===== config.mk =====
export PLATFORM = sky130hd
export DESIGN_NAME = line_sensor_pd_steering
export DESIGN_NICKNAME = d
export VERILOG_FILES = /design/src/hw/rtl/lspd_pkg.sv /design/src/hw/rtl/lspd_cfg.sv /design/src/hw/rtl/lspd_err.sv /design/src/hw/rtl/lspd_pd.sv /design/src/hw/rtl/line_sensor_pd_steering.sv
export SDC_FILE = /design/constraint.sdc
export NUM_CORES = 1
export LEC_CHECK = 0
export BUFFER_PORTS_ARGS = -buffer_cell sky130_fd_sc_hd__buf_2
export CORE_MARGIN = 8
export CORE_UTILIZATION = 55
export CTS_BUF_LIST = sky130_fd_sc_hd__clkbuf_8
export DETAILED_ROUTE_END_ITERATION = 10
export GPL_ROUTABILITY_DRIVEN = 0
export PLACE_DENSITY = 0.75
export SLEW_MARGIN = 15
export SYNTH_ARGS = -nofsm -noshare
export SYNTH_HDL_FRONTEND = slang
export SYNTH_SLANG_ARGS = --single-unit

===== constraint.sdc =====
create_clock -name aclk -period 11.7 [get_ports aclk]
set_input_delay 1.755 -clock aclk [delete_from_list [all_inputs] [get_ports aclk]]
set_output_delay 1.755 -clock aclk [all_outputs]
set_load 0.05 [all_outputs]

===== src/hw/rtl/lspd_pkg.sv =====
// Shared types and constants of the line sensor PD steering block.
package lspd_pkg;

    // Register map (index = byte address / 4).
    localparam logic [1:0] REG_PROP_GAIN  = 2'd0;
    localparam logic [1:0] REG_DERIV_GAIN = 2'd1;
    localparam logic [1:0] REG_BASE_SPEED = 2'd2;

    localparam logic [11:0] PROP_GAIN_RST  = 12'd1150;
    localparam logic [9:0]  DERIV_GAIN_RST = 10'd75;
    localparam logic [10:0] BASE_SPEED_RST = 11'd600;

    // Sensor patterns, bit i is sensor i.
    localparam logic [8:0] PAT_CENTRE  = 9'h038;
    localparam logic [8:0] PAT_POS3    = 9'h078;
    localparam logic [8:0] PAT_NEG3    = 9'h03C;
    localparam logic [8:0] PAT_POS5    = 9'h070;
    localparam logic [8:0] PAT_NEG5    = 9'h01C;
    localparam logic [8:0] PAT_POS8    = 9'h060;
    localparam logic [8:0] PAT_NEG8    = 9'h00C;
    localparam logic [8:0] EDGE_MASK   = 9'h183;
    localparam logic [8:0] EDGE_BRANCH = 9'h002;
    localparam logic [8:0] EDGE_HARD_L = 9'h003;
    localparam logic [8:0] EDGE_SOFT_R = 9'h080;
    localparam logic [8:0] EDGE_HARD_R = 9'h180;
    localparam logic [8:0] EDGE_NONE   = 9'h000;

    // Error values in tenths.
    localparam logic signed [5:0] ERR_ZERO  = 6'sd0;
    localparam logic signed [5:0] ERR_POS3  = 6'sd3;
    localparam logic signed [5:0] ERR_NEG3  = -6'sd3;
    localparam logic signed [5:0] ERR_POS5  = 6'sd5;
    localparam logic signed [5:0] ERR_NEG5  = -6'sd5;
    localparam logic signed [5:0] ERR_POS8  = 6'sd8;
    localparam logic signed [5:0] ERR_NEG8  = -6'sd8;
    localparam logic signed [5:0] ERR_POS14 = 6'sd14;
    localparam logic signed [5:0] ERR_NEG14 = -6'sd14;
    localparam logic signed [5:0] ERR_NEG25 = -6'sd25;
    localparam logic signed [5:0] ERR_POS15 = 6'sd15;
    localparam logic signed [5:0] ERR_POS25 = 6'sd25;

    // Branch counter values.
    localparam logic [1:0] BRANCH_NONE  = 2'd0;
    localparam logic [1:0] BRANCH_ONCE  = 2'd1;
    localparam logic [1:0] BRANCH_TWICE = 2'd2;

    // floor(m * DIV10_RECIP / 2^DIV10_SHIFT) equals floor(m / 10) for m < 2^18.
    localparam logic [15:0] DIV10_RECIP = 16'd52429;
    localparam int          DIV10_SHIFT = 19;

    typedef struct packed {
        logic [11:0] prop_gain;
        logic [9:0]  deriv_gain;
        logic [10:0] base_speed;
    } cfg_t;

    // Error of one sample and its change against the previous sample.
    typedef struct packed {
        logic signed [5:0] error_tenths;
        logic signed [6:0] error_delta;
    } err_stage_t;

    typedef struct packed {
        logic signed [15:0] motor_four;
        logic signed [15:0] motor_three;
        logic signed [15:0] motor_two;
        logic signed [15:0] motor_one;
        logic signed [14:0] drive_value;
        logic signed [5:0]  error_tenths;
    } result_t;

endpackage


===== src/hw/rtl/lspd_cfg.sv =====
// APB register file holding the gains and the base speed.
module lspd_cfg (
    input  logic               aclk,
    input  logic               aresetn,
    input  logic               psel,
    input  logic               penable,
    input  logic               pwrite,
    input  logic [3:0]         paddr,
    input  logic [31:0]        pwdata,
    output logic [31:0]        prdata,
    output logic               pready,
    output lspd_pkg::cfg_t     cfg
);

    lspd_pkg::cfg_t cfg_reg;
    logic           wr_en;
    logic [1:0]     reg_idx;

    assign pready  = 1'b1;
    assign wr_en   = psel && penable && pwrite && pready;
    assign reg_idx = paddr[3:2];
    assign cfg     = cfg_reg;

    always_ff @(posedge aclk) begin
        if (!aresetn) begin
            cfg_reg.prop_gain  <= lspd_pkg::PROP_GAIN_RST;
            cfg_reg.deriv_gain <= lspd_pkg::DERIV_GAIN_RST;
            cfg_reg.base_speed <= lspd_pkg::BASE_SPEED_RST;
        end else if (wr_en) begin
            unique case (reg_idx)
                lspd_pkg::REG_PROP_GAIN:  cfg_reg.prop_gain  <= pwdata[11:0];
                lspd_pkg::REG_DERIV_GAIN: cfg_reg.deriv_gain <= pwdata[9:0];
                lspd_pkg::REG_BASE_SPEED: cfg_reg.base_speed <= pwdata[10:0];
                default: ;
            endcase
        end
    end

    always_comb begin
        unique case (reg_idx)
            lspd_pkg::REG_PROP_GAIN:  prdata = {20'd0, cfg_reg.prop_gain};
            lspd_pkg::REG_DERIV_GAIN: prdata = {22'd0, cfg_reg.deriv_gain};
            lspd_pkg::REG_BASE_SPEED: prdata = {21'd0, cfg_reg.base_speed};
            default:                  prdata = 32'd0;
        endcase
    end

endmodule


===== src/hw/rtl/lspd_err.sv =====
// Input register, sensor pattern match and error state.
module lspd_err (
    input  logic                  aclk,
    input  logic                  aresetn,
    input  logic                  in_valid,
    output logic                  in_ready,
    input  logic [8:0]            in_sensor,
    output logic                  out_valid,
    input  logic                  out_ready,
    output lspd_pkg::err_stage_t  out_err
);

    logic                 in_vld_reg;
    logic [8:0]           sensor_reg;
    logic                 err_vld_reg;
    lspd_pkg::err_stage_t err_reg;
    logic signed [5:0]    last_err_reg;
    logic [1:0]           branch_cnt_reg;

    logic                 load_in;
    logic                 load_err;
    logic signed [5:0]    err_next;
    logic [1:0]           branch_cnt_next;
    logic [8:0]           edge_bits;

    assign load_err  = in_vld_reg && (!err_vld_reg || out_ready);
    assign in_ready  = !in_vld_reg || load_err;
    assign load_in   = in_valid && in_ready;
    assign out_valid = err_vld_reg;
    assign out_err   = err_reg;
    assign edge_bits = sensor_reg & lspd_pkg::EDGE_MASK;

    // Exact patterns win; then the outer sensors decide; otherwise the error holds.
    always_comb begin
        branch_cnt_next = branch_cnt_reg;
        case (sensor_reg)
            lspd_pkg::PAT_CENTRE: err_next = lspd_pkg::ERR_ZERO;
            lspd_pkg::PAT_POS3:   err_next = lspd_pkg::ERR_POS3;
            lspd_pkg::PAT_NEG3:   err_next = lspd_pkg::ERR_NEG3;
            lspd_pkg::PAT_POS5:   err_next = lspd_pkg::ERR_POS5;
            lspd_pkg::PAT_NEG5:   err_next = lspd_pkg::ERR_NEG5;
            lspd_pkg::PAT_POS8:   err_next = lspd_pkg::ERR_POS8;
            lspd_pkg::PAT_NEG8:   err_next = lspd_pkg::ERR_NEG8;
            default: begin
                case (edge_bits)
                    lspd_pkg::EDGE_BRANCH: begin
                        // First sighting of the branch steers one way, later ones the other.
                        if (branch_cnt_reg == lspd_pkg::BRANCH_NONE) begin
                            err_next        = lspd_pkg::ERR_POS14;
                            branch_cnt_next = lspd_pkg::BRANCH_ONCE;
                        end else begin
                            err_next = lspd_pkg::ERR_NEG14;
                            if (branch_cnt_reg == lspd_pkg::BRANCH_ONCE) begin
                                branch_cnt_next = lspd_pkg::BRANCH_TWICE;
                            end
                        end
                    end
                    lspd_pkg::EDGE_HARD_L: err_next = lspd_pkg::ERR_NEG25;
                    lspd_pkg::EDGE_SOFT_R: err_next = lspd_pkg::ERR_POS15;
                    lspd_pkg::EDGE_HARD_R: err_next = lspd_pkg::ERR_POS25;
                    lspd_pkg::EDGE_NONE:   err_next = lspd_pkg::ERR_ZERO;
                    default:               err_next = last_err_reg;
                endcase
            end
        endcase
    end

    always_ff @(posedge aclk) begin
        if (!aresetn) begin
            in_vld_reg     <= 1'b0;
            err_vld_reg    <= 1'b0;
            last_err_reg   <= lspd_pkg::ERR_ZERO;
            branch_cnt_reg <= lspd_pkg::BRANCH_NONE;
        end else begin
            if (load_in) begin
                in_vld_reg <= 1'b1;
            end else if (load_err) begin
                in_vld_reg <= 1'b0;
            end
            if (load_err) begin
                err_vld_reg    <= 1'b1;
                last_err_reg   <= err_next;
                branch_cnt_reg <= branch_cnt_next;
            end else if (out_ready) begin
                err_vld_reg <= 1'b0;
            end
        end
    end

    always_ff @(posedge aclk) begin
        if (load_in) begin
            sensor_reg <= in_sensor;
        end
        if (load_err) begin
            err_reg.error_tenths <= err_next;
            err_reg.error_delta  <= 7'(err_next) - 7'(last_err_reg);
        end
    end

endmodule


===== src/hw/rtl/lspd_pd.sv =====
// PD products, divide by ten and motor targets, ending in the result register.
module lspd_pd (
    input  logic                  aclk,
    input  logic                  aresetn,
    input  lspd_pkg::cfg_t        cfg,
    input  logic                  in_valid,
    output logic                  in_ready,
    input  lspd_pkg::err_stage_t  in_err,
    output logic                  out_valid,
    input  logic                  out_ready,
    output lspd_pkg::result_t     out_res
);

    logic               sum_vld_reg;
    logic               sum_neg_reg;
    logic [17:0]        sum_mag_reg;
    logic signed [5:0]  sum_err_reg;
    logic               res_vld_reg;
    lspd_pkg::result_t  res_reg;

    logic               load_sum;
    logic               load_res;
    logic signed [19:0] prod_p;
    logic signed [19:0] prod_d;
    logic signed [19:0] sum_pd;
    logic [19:0]        sum_abs;
    logic [33:0]        quot_full;
    logic [14:0]        quot_mag;
    logic signed [14:0] drive;
    logic signed [15:0] drive_ext;
    logic signed [15:0] base_ext;
    logic signed [15:0] fwd;
    logic signed [15:0] diff;
    lspd_pkg::result_t  res_next;

    assign load_res  = sum_vld_reg && (!res_vld_reg || out_ready);
    assign in_ready  = !sum_vld_reg || load_res;
    assign load_sum  = in_valid && in_ready;
    assign out_valid = res_vld_reg;
    assign out_res   = res_reg;

    // First stage: both products and their sum, kept as sign and magnitude.
    assign prod_p  = $signed({1'b0, cfg.prop_gain}) * in_err.error_tenths;
    assign prod_d  = $signed({1'b0, cfg.deriv_gain}) * in_err.error_delta;
    assign sum_pd  = prod_p + prod_d;
    assign sum_abs = sum_pd[19] ? 20'(-sum_pd) : 20'(sum_pd);

    // Second stage: reciprocal multiply truncates the magnitude, so the sign is applied after.
    assign quot_full = 34'(sum_mag_reg) * 34'(lspd_pkg::DIV10_RECIP);
    assign quot_mag  = quot_full[lspd_pkg::DIV10_SHIFT +: 15];
    assign drive     = sum_neg_reg ? 15'(-$signed(quot_mag)) : $signed(quot_mag);
    assign drive_ext = 16'(drive);
    assign base_ext  = $signed({5'd0, cfg.base_speed});
    assign fwd       = base_ext + drive_ext;
    assign diff      = drive_ext - base_ext;

    always_comb begin
        res_next.error_tenths = sum_err_reg;
        res_next.drive_value  = drive;
        res_next.motor_one    = -fwd;
        res_next.motor_two    = diff;
        res_next.motor_three  = fwd;
        res_next.motor_four   = diff;
    end

    always_ff @(posedge aclk) begin
        if (!aresetn) begin
            sum_vld_reg <= 1'b0;
            res_vld_reg <= 1'b0;
        end else begin
            if (load_sum) begin
                sum_vld_reg <= 1'b1;
            end else if (load_res) begin
                sum_vld_reg <= 1'b0;
            end
            if (load_res) begin
                res_vld_reg <= 1'b1;
            end else if (out_ready) begin
                res_vld_reg <= 1'b0;
            end
        end
    end

    always_ff @(posedge aclk) begin
        if (load_sum) begin
            sum_neg_reg <= sum_pd[19];
            sum_mag_reg <= sum_abs[17:0];
            sum_err_reg <= in_err.error_tenths;
        end
        if (load_res) begin
            res_reg <= res_next;
        end
    end

endmodule


===== src/hw/rtl/line_sensor_pd_steering.sv =====
// Top level of the line sensor PD steering block.
//
//  Port group   Direction  Carries
//  s_*          in         one nine-bit sensor sample per request
//  m_*          out        error, drive value and four motor targets per request
//  APB          in/out     prop_gain, deriv_gain, base_speed at 0x0, 0x4, 0x8
//
// One request is taken in every cycle unless m_tready stalls the output; each result
// leaves through a four-stage pipeline (input, pattern match, products, divide).
// Reset is synchronous and active low; it empties the pipeline and clears the
// held error and the branch counter.
// Each stage loads when it is empty or its successor loads, so stalls on m_tready
// fill the bubbles before they reach s_tready.
module line_sensor_pd_steering (
    input  logic        aclk,
    input  logic        aresetn,
    input  logic        s_tvalid,
    output logic        s_tready,
    input  logic [15:0] s_tdata,   // [8:0] sensor_bits, [15:9] zero
    output logic        m_tvalid,
    input  logic        m_tready,
    // [5:0] error_tenths, [20:6] drive_value, [36:21] motor_one, [52:37] motor_two,
    // [68:53] motor_three, [84:69] motor_four, [87:85] zero
    output logic [87:0] m_tdata,
    input  logic        psel,
    input  logic        penable,
    input  logic        pwrite,
    input  logic [3:0]  paddr,
    input  logic [31:0] pwdata,
    output logic [31:0] prdata,
    output logic        pready
);

    lspd_pkg::cfg_t       cfg;
    lspd_pkg::err_stage_t err_stage;
    lspd_pkg::result_t    res;
    logic                 err_valid;
    logic                 err_ready;

    lspd_cfg u_cfg (
        .aclk    (aclk),
        .aresetn (aresetn),
        .psel    (psel),
        .penable (penable),
        .pwrite  (pwrite),
        .paddr   (paddr),
        .pwdata  (pwdata),
        .prdata  (prdata),
        .pready  (pready),
        .cfg     (cfg)
    );

    lspd_err u_err (
        .aclk      (aclk),
        .aresetn   (aresetn),
        .in_valid  (s_tvalid),
        .in_ready  (s_tready),
        .in_sensor (s_tdata[8:0]),
        .out_valid (err_valid),
        .out_ready (err_ready),
        .out_err   (err_stage)
    );

    lspd_pd u_pd (
        .aclk      (aclk),
        .aresetn   (aresetn),
        .cfg       (cfg),
        .in_valid  (err_valid),
        .in_ready  (err_ready),
        .in_err    (err_stage),
        .out_valid (m_tvalid),
        .out_ready (m_tready),
        .out_res   (res)
    );

    assign m_tdata = {3'd0, res};

endmodule


# Word level (Yosys, flattened, before mapping)
# Index checks and enable logic that the tools add are counted.
# op_classes
n_addsub,7
n_mul,3
n_eq_ne,14
n_mux,16
n_bitwise,1
reduce_logical,27
# op_table
cell,count
6-bit case mux with 7 select lines,1
12-bit case mux with 3 select lines,1
18-bit by 16-bit multiplier with 34-bit output (second input constant),1
6-bit case mux with 5 select lines,1
9-bit by 7-bit equality test with 1-bit output (second input constant),3
19-bit by 18-bit adder with 20-bit output,1
13-bit by 6-bit multiplier with 19-bit output,1
9-bit by 6-bit equality test with 1-bit output (second input constant),2
11-bit by 7-bit multiplier with 18-bit output,1
18-bit two-way mux,1
18-bit negation,1
12-bit by 15-bit adder with 16-bit output,1
16-bit negation,1
15-bit by 12-bit subtractor with 16-bit output,1
15-bit two-way mux,1
15-bit negation,1
2-bit nonzero test,5
9-bit by 4-bit equality test with 1-bit output (second input constant),1
9-bit by 5-bit equality test with 1-bit output (second input constant),1
9-bit zero test,1
4-bit by 2-bit equality test with 1-bit output (second input constant),2
1-bit two-way mux,8
7-bit OR reduction,1
6-bit by 6-bit subtractor with 7-bit output,1
13 further kinds,29
# totals
reg_bits,161
in_bits,59
out_inout_bits,123
elab_cells,88

# Logic depth before layout (Yosys ltp)
# Gate-level depths: netlist (run 1).
# logic_depth
ltp_word,9
mapped_depth,39
mapped_depth_nobuf,39

# Cells and area by module
# From an unflattened synthesis (run 1), not the netlist that was laid out.
# hier_totals
hier_cells,1883
area_unflattened_um2,18816.8
# modules_own_cells
module,n_inst,cells_per_inst,area_per_inst_um2,seq_area_each_um2
lspd_pd,1,1526,15376.0,2802.7
lspd_cfg,1,199,1749.2,660.6
lspd_err,1,154,1665.3,860.8
line_sensor_pd_steering,1,4,26.3,0.0

# Worst setup path after synthesis (run 1)
# No wires, ideal clock.
# synth_timing
kind,reg2reg
from,register u_pd.sum_mag_reg[11]
to,"register u_pd.res_reg, in the netlist u_pd.out_res[36], data pin"
setup_ns,0.256
t_arrival_ns,7.842
required_ns,11.444
setup_slack_ns,3.601
stages_incl_launch_ff,37
path_buffers,0
period_less_slack_ns,8.099
path_cell_list,edfxtp_1 > ha_1 > ha_1 > inv_1 > fa_1 > inv_1 > fa_1 > fa_1 > inv_1 > fa_1 > inv_1 > ha_1 > and3_1 > and4_1 > a21bo_1 > o21bai_2 > a21oi_1 > a31oi_1 > inv_1 > ha_1 > nand2_1 > o21ai_0 > fa_1 > nand2b_1 > a21oi_1 > o21ai_0 > a21oi_1 > nor2_1 > o21bai_1 > a21oi_1 > o21bai_1 > a21oi_1 > xnor2_1 > inv_1 > nor3_1 > nand3_1 > a22o_1
# synth_rtl
element,line,text
"start, declared",lspd_pd.sv:16,logic [17:0] sum_mag_reg;
"start signal, assigned",lspd_pd.sv:87,sum_mag_reg <= sum_abs[17:0];
"end signal, assigned",lspd_pd.sv:91,res_reg <= res_next;
"end, declared",lspd_pd.sv:19,lspd_pkg::result_t res_reg;

==> results of run 1 <==
[area by class of cell]
class                      count  area share (%)
sequential                   159           22.10
inverter                     333           6.390
clock inverter                15          0.9658
timing repair buffer         134           3.505
clock buffer                  17           1.196
multi-input combinational   1275           63.01
tap                          442           2.827
[synth_stat cells, types with 43 or more instances]
library cell and number:
ha_1 244, nand2_1 175, inv_1 329, fa_1 207
edfxtp_1 114, nor2_1 54, dfxtp_1 45, xnor2_1 65
o21ai_0 47, a21oi_1 58, buf_4 43, and2_1 68
[placed cells by master (no fill, tap or decap), types with 23 or more instances in the layout]
cell,netlist,layout
nor2_1,54,54
inv_1,329,329
conb_1,2,24
fa_1,207,207
xor2_1,31,31
nand2_1,175,175
xnor2_1,65,65
ha_1,244,244
mux2i_1,29,29
dfxtp_1,45,45
o21ai_0,47,47
edfxtp_1,114,114
nand3_1,23,23
and2_1,68,68
a21oi_1,58,58
buf_2,1,128
[logic make-up (layout without fill, tap and decap cells)]
logic type	after synthesis	count (layout)	synth area share, %
adder cells (fa/ha/maj)	451	451	39.34
AND/OR/NAND/NOR	442	442	12.11
buffers and inverters	419	499	9.521
AO/OA/AOI/OAI	225	225	8.454
flip-flops	159	159	23.64
XOR/XNOR	101	101	5.102
multiplexers	32	32	1.792
other	2	24	0.04105
[worst paths after layout]
path	end	slack [ns]	depth (start not counted)
worst max register to register	u_pd.out_res[36]	2.51	37
worst min register to register	u_pd.out_res[2]	0.41	0
worst min-delay path	u_pd.out_res[2]	0.41	0
worst max-delay path	u_pd.out_res[36]	2.51	37
[worst max-delay path: cells and delay by family (launching register included)]
family | cells | cell delay [ns]
simple gates | 7 | 1.42
buf+inv | 7 | 0.60
flops | 1 | 0.56
fa+ha+maj | 9 | 3.97
compound gates | 13 | 2.23
xor+xnor | 1 | 0.16
[through the flow]
step / hold WS [ns] / cell area (sq um) / util (%)
floorplan: 0.4003 / 18380 / -
global placement: 0.4005 / 19140 / 58.68
detailed placement: 0.4045 / 19140 / 58.68
CTS: 0.4167 / 19560 / 59.97
global route: 0.4366 / 19560 / 59.97
finish: 0.4147 / 19560 / 59.97
[per-layer routing]
layer	track usage, %	wire (um)	vias up
met2	37.31	20150	336
met4	5.863	938	0
met3	3.989	2514	73
li1	-	-	6050
met1	25.38	16020	6227
met5	0	0	-
==> summary.md, run 1 <==
| Metric | Value |
|---|---|
| Multi-input logic area | `12330 sq um` |
| Slowest stage delay, CP | `0.59 ns` |
| Sequential share of the synthesized area | `23.64%` |
| Slew of the pin with the lowest slew margin | `1.124 ns` |
| Setup WS post-layout | `2.507 ns` |
| Area fraction of the dominant cell type after synthesis | `22.65%` |
| Most frequent CP cell | `inv_1` |
| H-tree depth | `4` |
| ANT nets after route | `0` |
| Synthesized cell area | `18290 sq um` |
| Share of cells above drive strength 1 | `10.76%` |
| Worst endpoint data arrival time | `9.42 ns` |
| Avg Inst Size Synth | `9.991 sq um` |
| RSZ-0062 raised after global routing | `no` |
| CTS tree | `done` |
| Vias in the first global route | `13230` |
| Critical Path Sink Type | `register` |
| Initial Utilization | `56.08%` |
| Post-synth ARST share | `0%` |
| Critical Path Slowest Stage Cell | `fa_1` |
| Cells after DPL | `2343` |
| Non-Filler Instances | `2375` |
| Number of hold buffers added after CTS | `0` |
| Post-synth EDFFs | `114` |
| Die Height | `198.4 um` |
| Clock Sinks | `159` |
| Min cycle time layout | `9.193 ns` |
| Std cell rows | `66` |
| Global-route wire length before repair | `65760 um` |
| All-layer global routing usage | `20.87%` |
| Clk_lat worst skew | `0.47 ns` |
| Nets | `2430` |
| Setup_tns | `0 ns` |
| Register bit total from synthesis | `159` |
| Final setup vio count | `0` |
| Pre-CTS setup slack | `2.572 ns` |
| Port-buffer cells | `128` |
| Clk buf depth | `2` |
| WL final | `39630 um` |
| HPWL after DPL | `33150 um` |
| Synth warnings | `0` |
| Total of fill cells in the finished design | `2740` |
| Max Clk Rate | `108.8 MHz` |
| Initial antenna violation count | `0` |
| Slew Viols, Final | `0` |
| Pre-antenna DRT Iters | `5` |
| Crit Path Max Fanout | `7` |
| WL/cell | `16.69 um` |
| Synth area leader | `fa_1` |
| Root Driver | `clkbuf_8` |
| Vias | `12690` |
| Hold Violations, Final | `0` |
| Residual DRC count | `0` |
| Crit Reg-Reg Startpoint | `u_pd.sum_mag_reg[11]` |
| Number of post-CTS setup repair buffers | `0` |
| Gr ovfl total | `0` |
| Dominant cells by area after synthesis | `fa_1, edfxtp_1, ha_1` |
| Tcrit/Tclk final | `78.58%` |
| Via-to-Cell Ratio | `5.341` |
| Critical Path Source Type | `register` |
| Outcome | `finished, final reports clean` |
| Crit Path Category | `reg2reg` |
| Io pins | `182` |
| Synth Instances | `1831` |
| Resized cells post-CTS | `0` |
| Core area | `32620 sq um` |
| Number of flip-flops in the largest register | `67` |
| WP data required | `11.93 ns` |
| Num CTS Buffers | `17` |
| Worst hold path class | `reg2reg` |
| Worst slew margin | `24.73%` |
| Die area | `39350 sq um` |
| Reg clk slew, reported paths | `0.11 ns` |
| Ys flop type | `edfxtp_1` |
| Drt first-iter violations | `679` |
| Clk_skew | `0.01382 ns` |
| Reg area | `4324 sq um` |
| P&R area growth vs syn | `6.935%` |
| Min-delay src | `u_pd.sum_err_reg[2]` |
| Max-Cap Viols | `0` |
| Distinct cells, synth | `85` |
| Critical path origin | `u_pd.sum_mag_reg[11]` |
| Largest net degree at the start of global routing | `68` |
| N_diodes | `0` |
| Die X | `198.4 um` |
Power of run 1 is not shown: default switching activity piles up to over one toggle a cycle in this logic, so the estimate is an artifact.
==> inputs of run 2 (changes only) <==
- ABC_AREA: not set -> 1
- clock period: 11.7 -> 8.6 ns (I/O delays scaled with it)
==> run 2 against run 1 <==
Against the previous run: synthesized cell count is 26% higher; final cell count is 23% higher; design area is 7.4% higher; non-clock buffer count is 30 higher; largest cell class unchanged.
==> summary.md, run 2 <==
| Metric | Value |
|---|---|
| Outcome | `finished, final reports clean` |
| Final setup vio count | `0` |
| P&R area growth vs syn | `8.915%` |
| WP data required | `8.83 ns` |
| Reg area | `4324 sq um` |
| Area fraction of the dominant cell type after synthesis | `21.49%` |
| HPWL after DPL | `39700 um` |
| WL final | `47780 um` |
| Max Clk Rate | `122.9 MHz` |
| Global-route wire length before repair | `76250 um` |
| Worst slew margin | `31.47%` |
| Ys flop type | `edfxtp_1` |
| Max-Cap Viols | `0` |
| ANT nets after route | `0` |
| Crit Path Max Fanout | `6` |
| Number of flip-flops in the largest register | `67` |
| Most frequent cells in the layout | `inv_1, nand2_1, ha_1, fa_1, buf_2` |
| Clk buf depth | `2` |
| Die X | `203.2 um` |
| Critical Path Sink Type | `register` |
| Dominant cells by area after synthesis | `fa_1, edfxtp_1, ha_1` |
| Avg Inst Size Synth | `8.333 sq um` |
| Slowest stage delay, CP | `0.57 ns` |
| Total of fill cells in the finished design | `2943` |
| Post-synth EDFFs | `114` |
| Most frequent cell after synthesis | `inv_1` |
| Synthesized cell area | `19280 sq um` |
| Post-synth ARST share | `0%` |
| Num CTS Buffers | `17` |
| Non-Filler Instances | `2911` |
| Tcrit/Tclk final | `94.58%` |
| H-tree depth | `4` |
| Vias in the first global route | `15650` |
| Min cycle time layout | `8.134 ns` |
| Root Driver | `clkbuf_8` |
| Reg2reg end | `u_pd.out_res[36]` |
| Drt first-iter violations | `1075` |
| R2R Setup Slk | `0.47 ns` |
| Commonest non-fill, non-tap cell in the layout | `inv_1` |
| Synth Instances | `2314` |
| Port-buffer cells | `128` |
| Initial antenna violation count | `2` |
| Worst endpoint data arrival time | `8.36 ns` |
| Hold Violations, Final | `0` |
| Worst Reg-to-Reg Cells | `36` |
| Crit Path Category | `reg2reg` |
| Std cell rows | `68` |
| Crit Reg-Reg Startpoint | `u_pd.sum_mag_reg[6]` |
| Via-to-Cell Ratio | `5.239` |
| Distinct cells, synth | `50` |
| Die Height | `203.2 um` |
| Min-delay src | `u_pd.sum_err_reg[2]` |
| Reg clk slew, reported paths | `0.10 ns` |
| Largest net degree at the start of global routing | `68` |
| CTS tree | `done` |
| Most frequent CP cell | `nand2_1` |
| Share of cells above drive strength 1 | `11.41%` |
| Die area | `41310 sq um` |
| Vias | `15250` |
| WL/cell | `16.41 um` |
| Critical Path Slowest Stage Cell | `edfxtp_1` |
| Slew of the pin with the lowest slew margin | `1.027 ns` |
| Worst hold path class | `reg2reg` |
| Hold EP | `u_pd.out_res[2]` |
| Register bit total from synthesis | `159` |
| Multi-input logic area | `12600 sq um` |
| Residual DRC count | `0` |
| Initial Utilization | `55.82%` |
| Gr ovfl total | `0` |
| Synth warnings | `0` |
| Most frequent cells after synthesis | `inv_1, nand2_1, ha_1, fa_1, nor2_1` |
| Pre-antenna DRT Iters | `6` |
| Clock Sinks | `159` |
| Slew Viols, Final | `0` |
| Sequential share of the synthesized area | `22.42%` |
| Synth area leader | `fa_1` |
| Nets | `2952` |
| Critical Path Source Type | `register` |
| Cells after DPL | `2851` |
| Clk_skew | `0.01969 ns` |
| Io pins | `182` |
| Core area | `34540 sq um` |
| Hold Path Depth | `0` |
| Clk_lat worst skew | `0.47 ns` |
| All-layer global routing usage | `22.88%` |
==> run 2: cell types whose count changed in the layout (fill, tap and decap cells not counted), moves of 30 or more <==
cell / change
and2_1: -64
nand3_1: +34
xnor2_1: -45
nor2_1: +69
inv_1: +236
buf_4: +30
nand2_1: +311
==> run 2: worst max-delay path, delay by kind of cell, from the launching register on <==
family / cells / cell delay (ns)
adders and majority gates: 8 / 3.65
and+or+nand+nor: 20 / 2.50
DFF: 1 / 0.57
xor gates and xnor gates: 2 / 0.55
AOI/OAI and AO/OA: 3 / 0.39
buffers and inverters: 3 / 0.25
==> run 2: kinds of logic after synthesis <==
kind of cell | count (synthesis) | share of synthesized area (%)
compound gates | 193 | 5.677
xor+xnor | 81 | 3.679
fa+ha+maj | 451 | 37.32
buf+inv | 654 | 13.58
flops | 159 | 22.42
other cells | 2 | 0.03895
simple gates | 774 | 17.28
==> run 2: cell type report <==
type                       instances  share of cell area, %
timing repair buffer             164                  4.337
clock inverter                    15                 0.9293
inverter                         577                  10.34
sequential                       159                  20.59
multi-input combinational       1523                  59.97
clock buffer                      17                  1.114
antenna                            1                0.01191
tap                              455                  2.711
==> run 2: how the worst max path moves through the flow <==
stage	start	endpoint	slack, ns	depth (start not counted)
after floorplan	u_pd.sum_mag_reg[17]	u_pd.out_res[36]	1.24	41
after global placement	u_pd.sum_mag_reg[12]	u_pd.out_res[36]	0.41	41
after detailed placement	u_pd.sum_mag_reg[12]	u_pd.out_res[36]	0.30	42
after CTS	u_pd.sum_mag_reg[5]	u_pd.out_res[36]	0.22	41
after global routing	u_pd.sum_mag_reg[6]	u_pd.out_res[36]	-0.06	36
final	u_pd.sum_mag_reg[6]	u_pd.out_res[36]	0.47	36
==> run 2: timing repair <==
action / CTS / global route
setup buffers: 0 / 27
hold buffers: 0 / 0
resized for setup: 0 / 30
setup endpoints to repair: 0 / 7
==> run 2: per-stage QoR <==
step | hold slack [ns] | worst slack [ns] | utilization [%] | setup TNS (ns) | cell area [sq um]
3_3_place_gp | 0.4024 | 0.4126 | 58.49 | 0 | 20200
4_1_cts | 0.4144 | 0.2245 | 59.73 | 0 | 20630
2_1_floorplan | 0.4003 | 1.238 | - | 0 | 19370
6_report | 0.4232 | 0.4664 | 60.80 | 0 | 21000
5_1_grt | 0.4116 | -0.06347 | 60.80 | -0.08976 | 21000
3_5_place_dp | 0.4061 | 0.2955 | 58.49 | 0 | 20200
==> run 2: routing by layer <==
metal / part of all wire, % / global-route usage [%] / wire (um)
met5: 0.027 / 0 / 13
met3: 6.8 / 3.919 / 3229
met2: 49 / 38.76 / 23500
met1: 40 / 28.66 / 19320
met4: 3.6 / 9.583 / 1712
Power of run 2 is left out for the same reason.
==> inputs of run 3 (changes only) <==
--- a/config.mk
+++ b/config.mk
@@ -14,4 +14,5 @@
 export GPL_ROUTABILITY_DRIVEN = 0
 export PLACE_DENSITY = 0.75
+export REMOVE_ABC_BUFFERS = 1
 export SLEW_MARGIN = 15
 export SYNTH_ARGS = -nofsm -noshare
==> constraint.sdc (replaced) <==
create_clock -name aclk -period 8.6 [get_ports aclk]
set_input_delay 1.29 -clock aclk [delete_from_list [all_inputs] [get_ports aclk]]
set_output_delay 1.29 -clock aclk [all_outputs]
set_load 0.1 [all_outputs]
==> run 3 against run 2 <==
Against the previous run: count of clock-buffer cells in the layout unchanged; largest cell class unchanged; maximum frequency up 0.59%; wire length down 0.66%; setup slack better by 0.048 ns; worst hold slack worse by 0.0078 ns; register-to-register slack better by 0.05 ns; die area unchanged; final cell count unchanged; via count up 0.12%; design area down 0.67%; core utilization down 0.41 points.
==> summary.md, run 3 (same netlist as run 2, synthesis figures left out) <==
| Metric | Value |
|---|---|
| All-layer global routing usage | `22.93%` |
| Io pins | `182` |
| Gr ovfl total | `0` |
| P&R area growth vs syn | `8.182%` |
| Slew Viols, Final | `0` |
| Initial antenna violation count | `0` |
| Most frequent CP cell | `nand2_1` |
| Critical Path Slowest Stage Cell | `edfxtp_1` |
| Max-Cap Viols | `0` |
| Total of fill cells in the finished design | `2996` |
| Outcome | `finished, final reports clean` |
| Core area | `34540 sq um` |
| Vias | `15270` |
| Drt first-iter violations | `1143` |
| WP data required | `8.82 ns` |
| Residual DRC count | `0` |
| Critical Path Source Type | `register` |
| Max Clk Rate | `123.7 MHz` |
| HPWL after DPL | `39630 um` |
| Clock Sinks | `159` |
| Final Instance Area | `20860 sq um` |
| Die area | `41310 sq um` |
| ANT nets after route | `0` |
| Worst endpoint data arrival time | `8.31 ns` |
| Root Driver | `clkbuf_8` |
| Critical Path Sink Type | `register` |
| Crit Path Max Fanout | `10` |
| Setup_tns | `0 ns` |
| Min cycle time layout | `8.086 ns` |
| Clk buf depth | `2` |
| Largest net degree at the start of global routing | `68` |
| Slowest stage delay, CP | `0.56 ns` |
| Number of flip-flops in the largest register | `67` |
| Most frequent cells in the layout | `inv_1, nand2_1, ha_1, fa_1, buf_2` |
| Slew of the pin with the lowest slew margin | `1.027 ns` |
| Worst slew margin | `31.47%` |
| Clk_skew | `0.02653 ns` |
| Reg area | `4324 sq um` |
| Via-to-Cell Ratio | `5.246` |
| CTS tree | `done` |
| H-tree depth | `4` |
| Commonest non-fill, non-tap cell in the layout | `inv_1` |
| Initial Utilization | `55.82%` |
| Hold Violations, Final | `0` |
| Std cell rows | `68` |
| Post-DP Area | `20230 sq um` |
| Pre-CTS setup slack | `0.3814 ns` |
| Crit Path Category | `reg2reg` |
| Tcrit/Tclk final | `94.02%` |
| Num CTS Buffers | `17` |
| Die Height | `203.2 um` |
| Multi-input logic area | `12540 sq um` |
| R2R Setup Slk | `0.51 ns` |
| Die X | `203.2 um` |
| Clk_lat worst skew | `0.49 ns` |
| Nets | `2953` |
| Reg clk slew, reported paths | `0.11 ns` |
| Port-buffer cells | `128` |
| Setup WS post-layout | `0.5142 ns` |
| WL final | `47460 um` |
| Pre-antenna DRT Iters | `5` |
| Final setup vio count | `0` |
| Worst hold path class | `reg2reg` |
| Vias in the first global route | `15510` |
| Share of cells above drive strength 1 | `11.28%` |
| WL/cell | `16.30 um` |
| Global-route wire length before repair | `76290 um` |
| N_diodes | `0` |
run 3: cell types whose count changed in the layout (fill, tap and decap cells not counted), sizes merged:
cell / previous run / this run
bufinv: 2 / 0
buf: 164 / 165
clkinv: 9 / 10
diode: 1 / 0
inv: 580 / 581
run 3: final timing paths:
check,from,end,depth (start not counted)
max,u_pd.sum_mag_reg[6],u_pd.out_res[36],35
min,u_pd.sum_err_reg[0],u_pd.out_res[0],0
max reg2reg,u_pd.sum_mag_reg[6],u_pd.out_res[36],35
min reg2reg,u_pd.sum_err_reg[0],u_pd.out_res[0],0
run 3: cell type report:
cell class,instances,area share [%]
Clock buffer,17,1.122
Clock inverter,15,0.5158
Inverter,577,10.41
Multi-Input combinational cell,1523,60.10
Sequential cell,159,20.73
Tap cell,455,2.729
Timing Repair Buffer,165,4.402
run 3: worst max-delay path: cells and delay by family (launching register included):
| family | cells | cell delay (ns) |
|---|---|---|
| and+or+nand+nor | 18 | 2.06 |
| adders and majority gates | 8 | 3.69 |
| DFF | 1 | 0.56 |
| buffers and inverters | 5 | 0.33 |
| xor gates and xnor gates | 2 | 0.59 |
| AOI/OAI and AO/OA | 2 | 0.57 |
run 3: repair_timing:
| action | 4_1_cts | 5_1_grt |
|---|---|---|
| gates resized for setup | 0 | 26 |
| buffers inserted | 0 | 24 |
| hold buffers | 0 | 0 |
| endpoints found under the hold margin | 0 | 0 |
| setup endpoints to repair | 0 | 6 |
run 3: per-stage QoR:
stage               utilization [%]  hold WS, ns  std cells
floorplan                         -       0.4003       2259
global placement              58.57       0.4017       2855
detailed placement            58.57       0.4045       2855
CTS                           59.56       0.4183       2887
global route                  60.39       0.4188       2911
finish                        60.39       0.4154       2911
run 3: per-layer routing:
layer | up-vias | GRT usage, % | part of all wire [%]
met1 | 7319 | 28.47 | 40
met4 | 0 | 9.091 | 3.8
met3 | 126 | 3.285 | 6.9
met5 | - | 0 | 0
met2 | 531 | 39.86 | 49
li1 | 7294 | - | -
Power of run 3 is left out for the same reason.
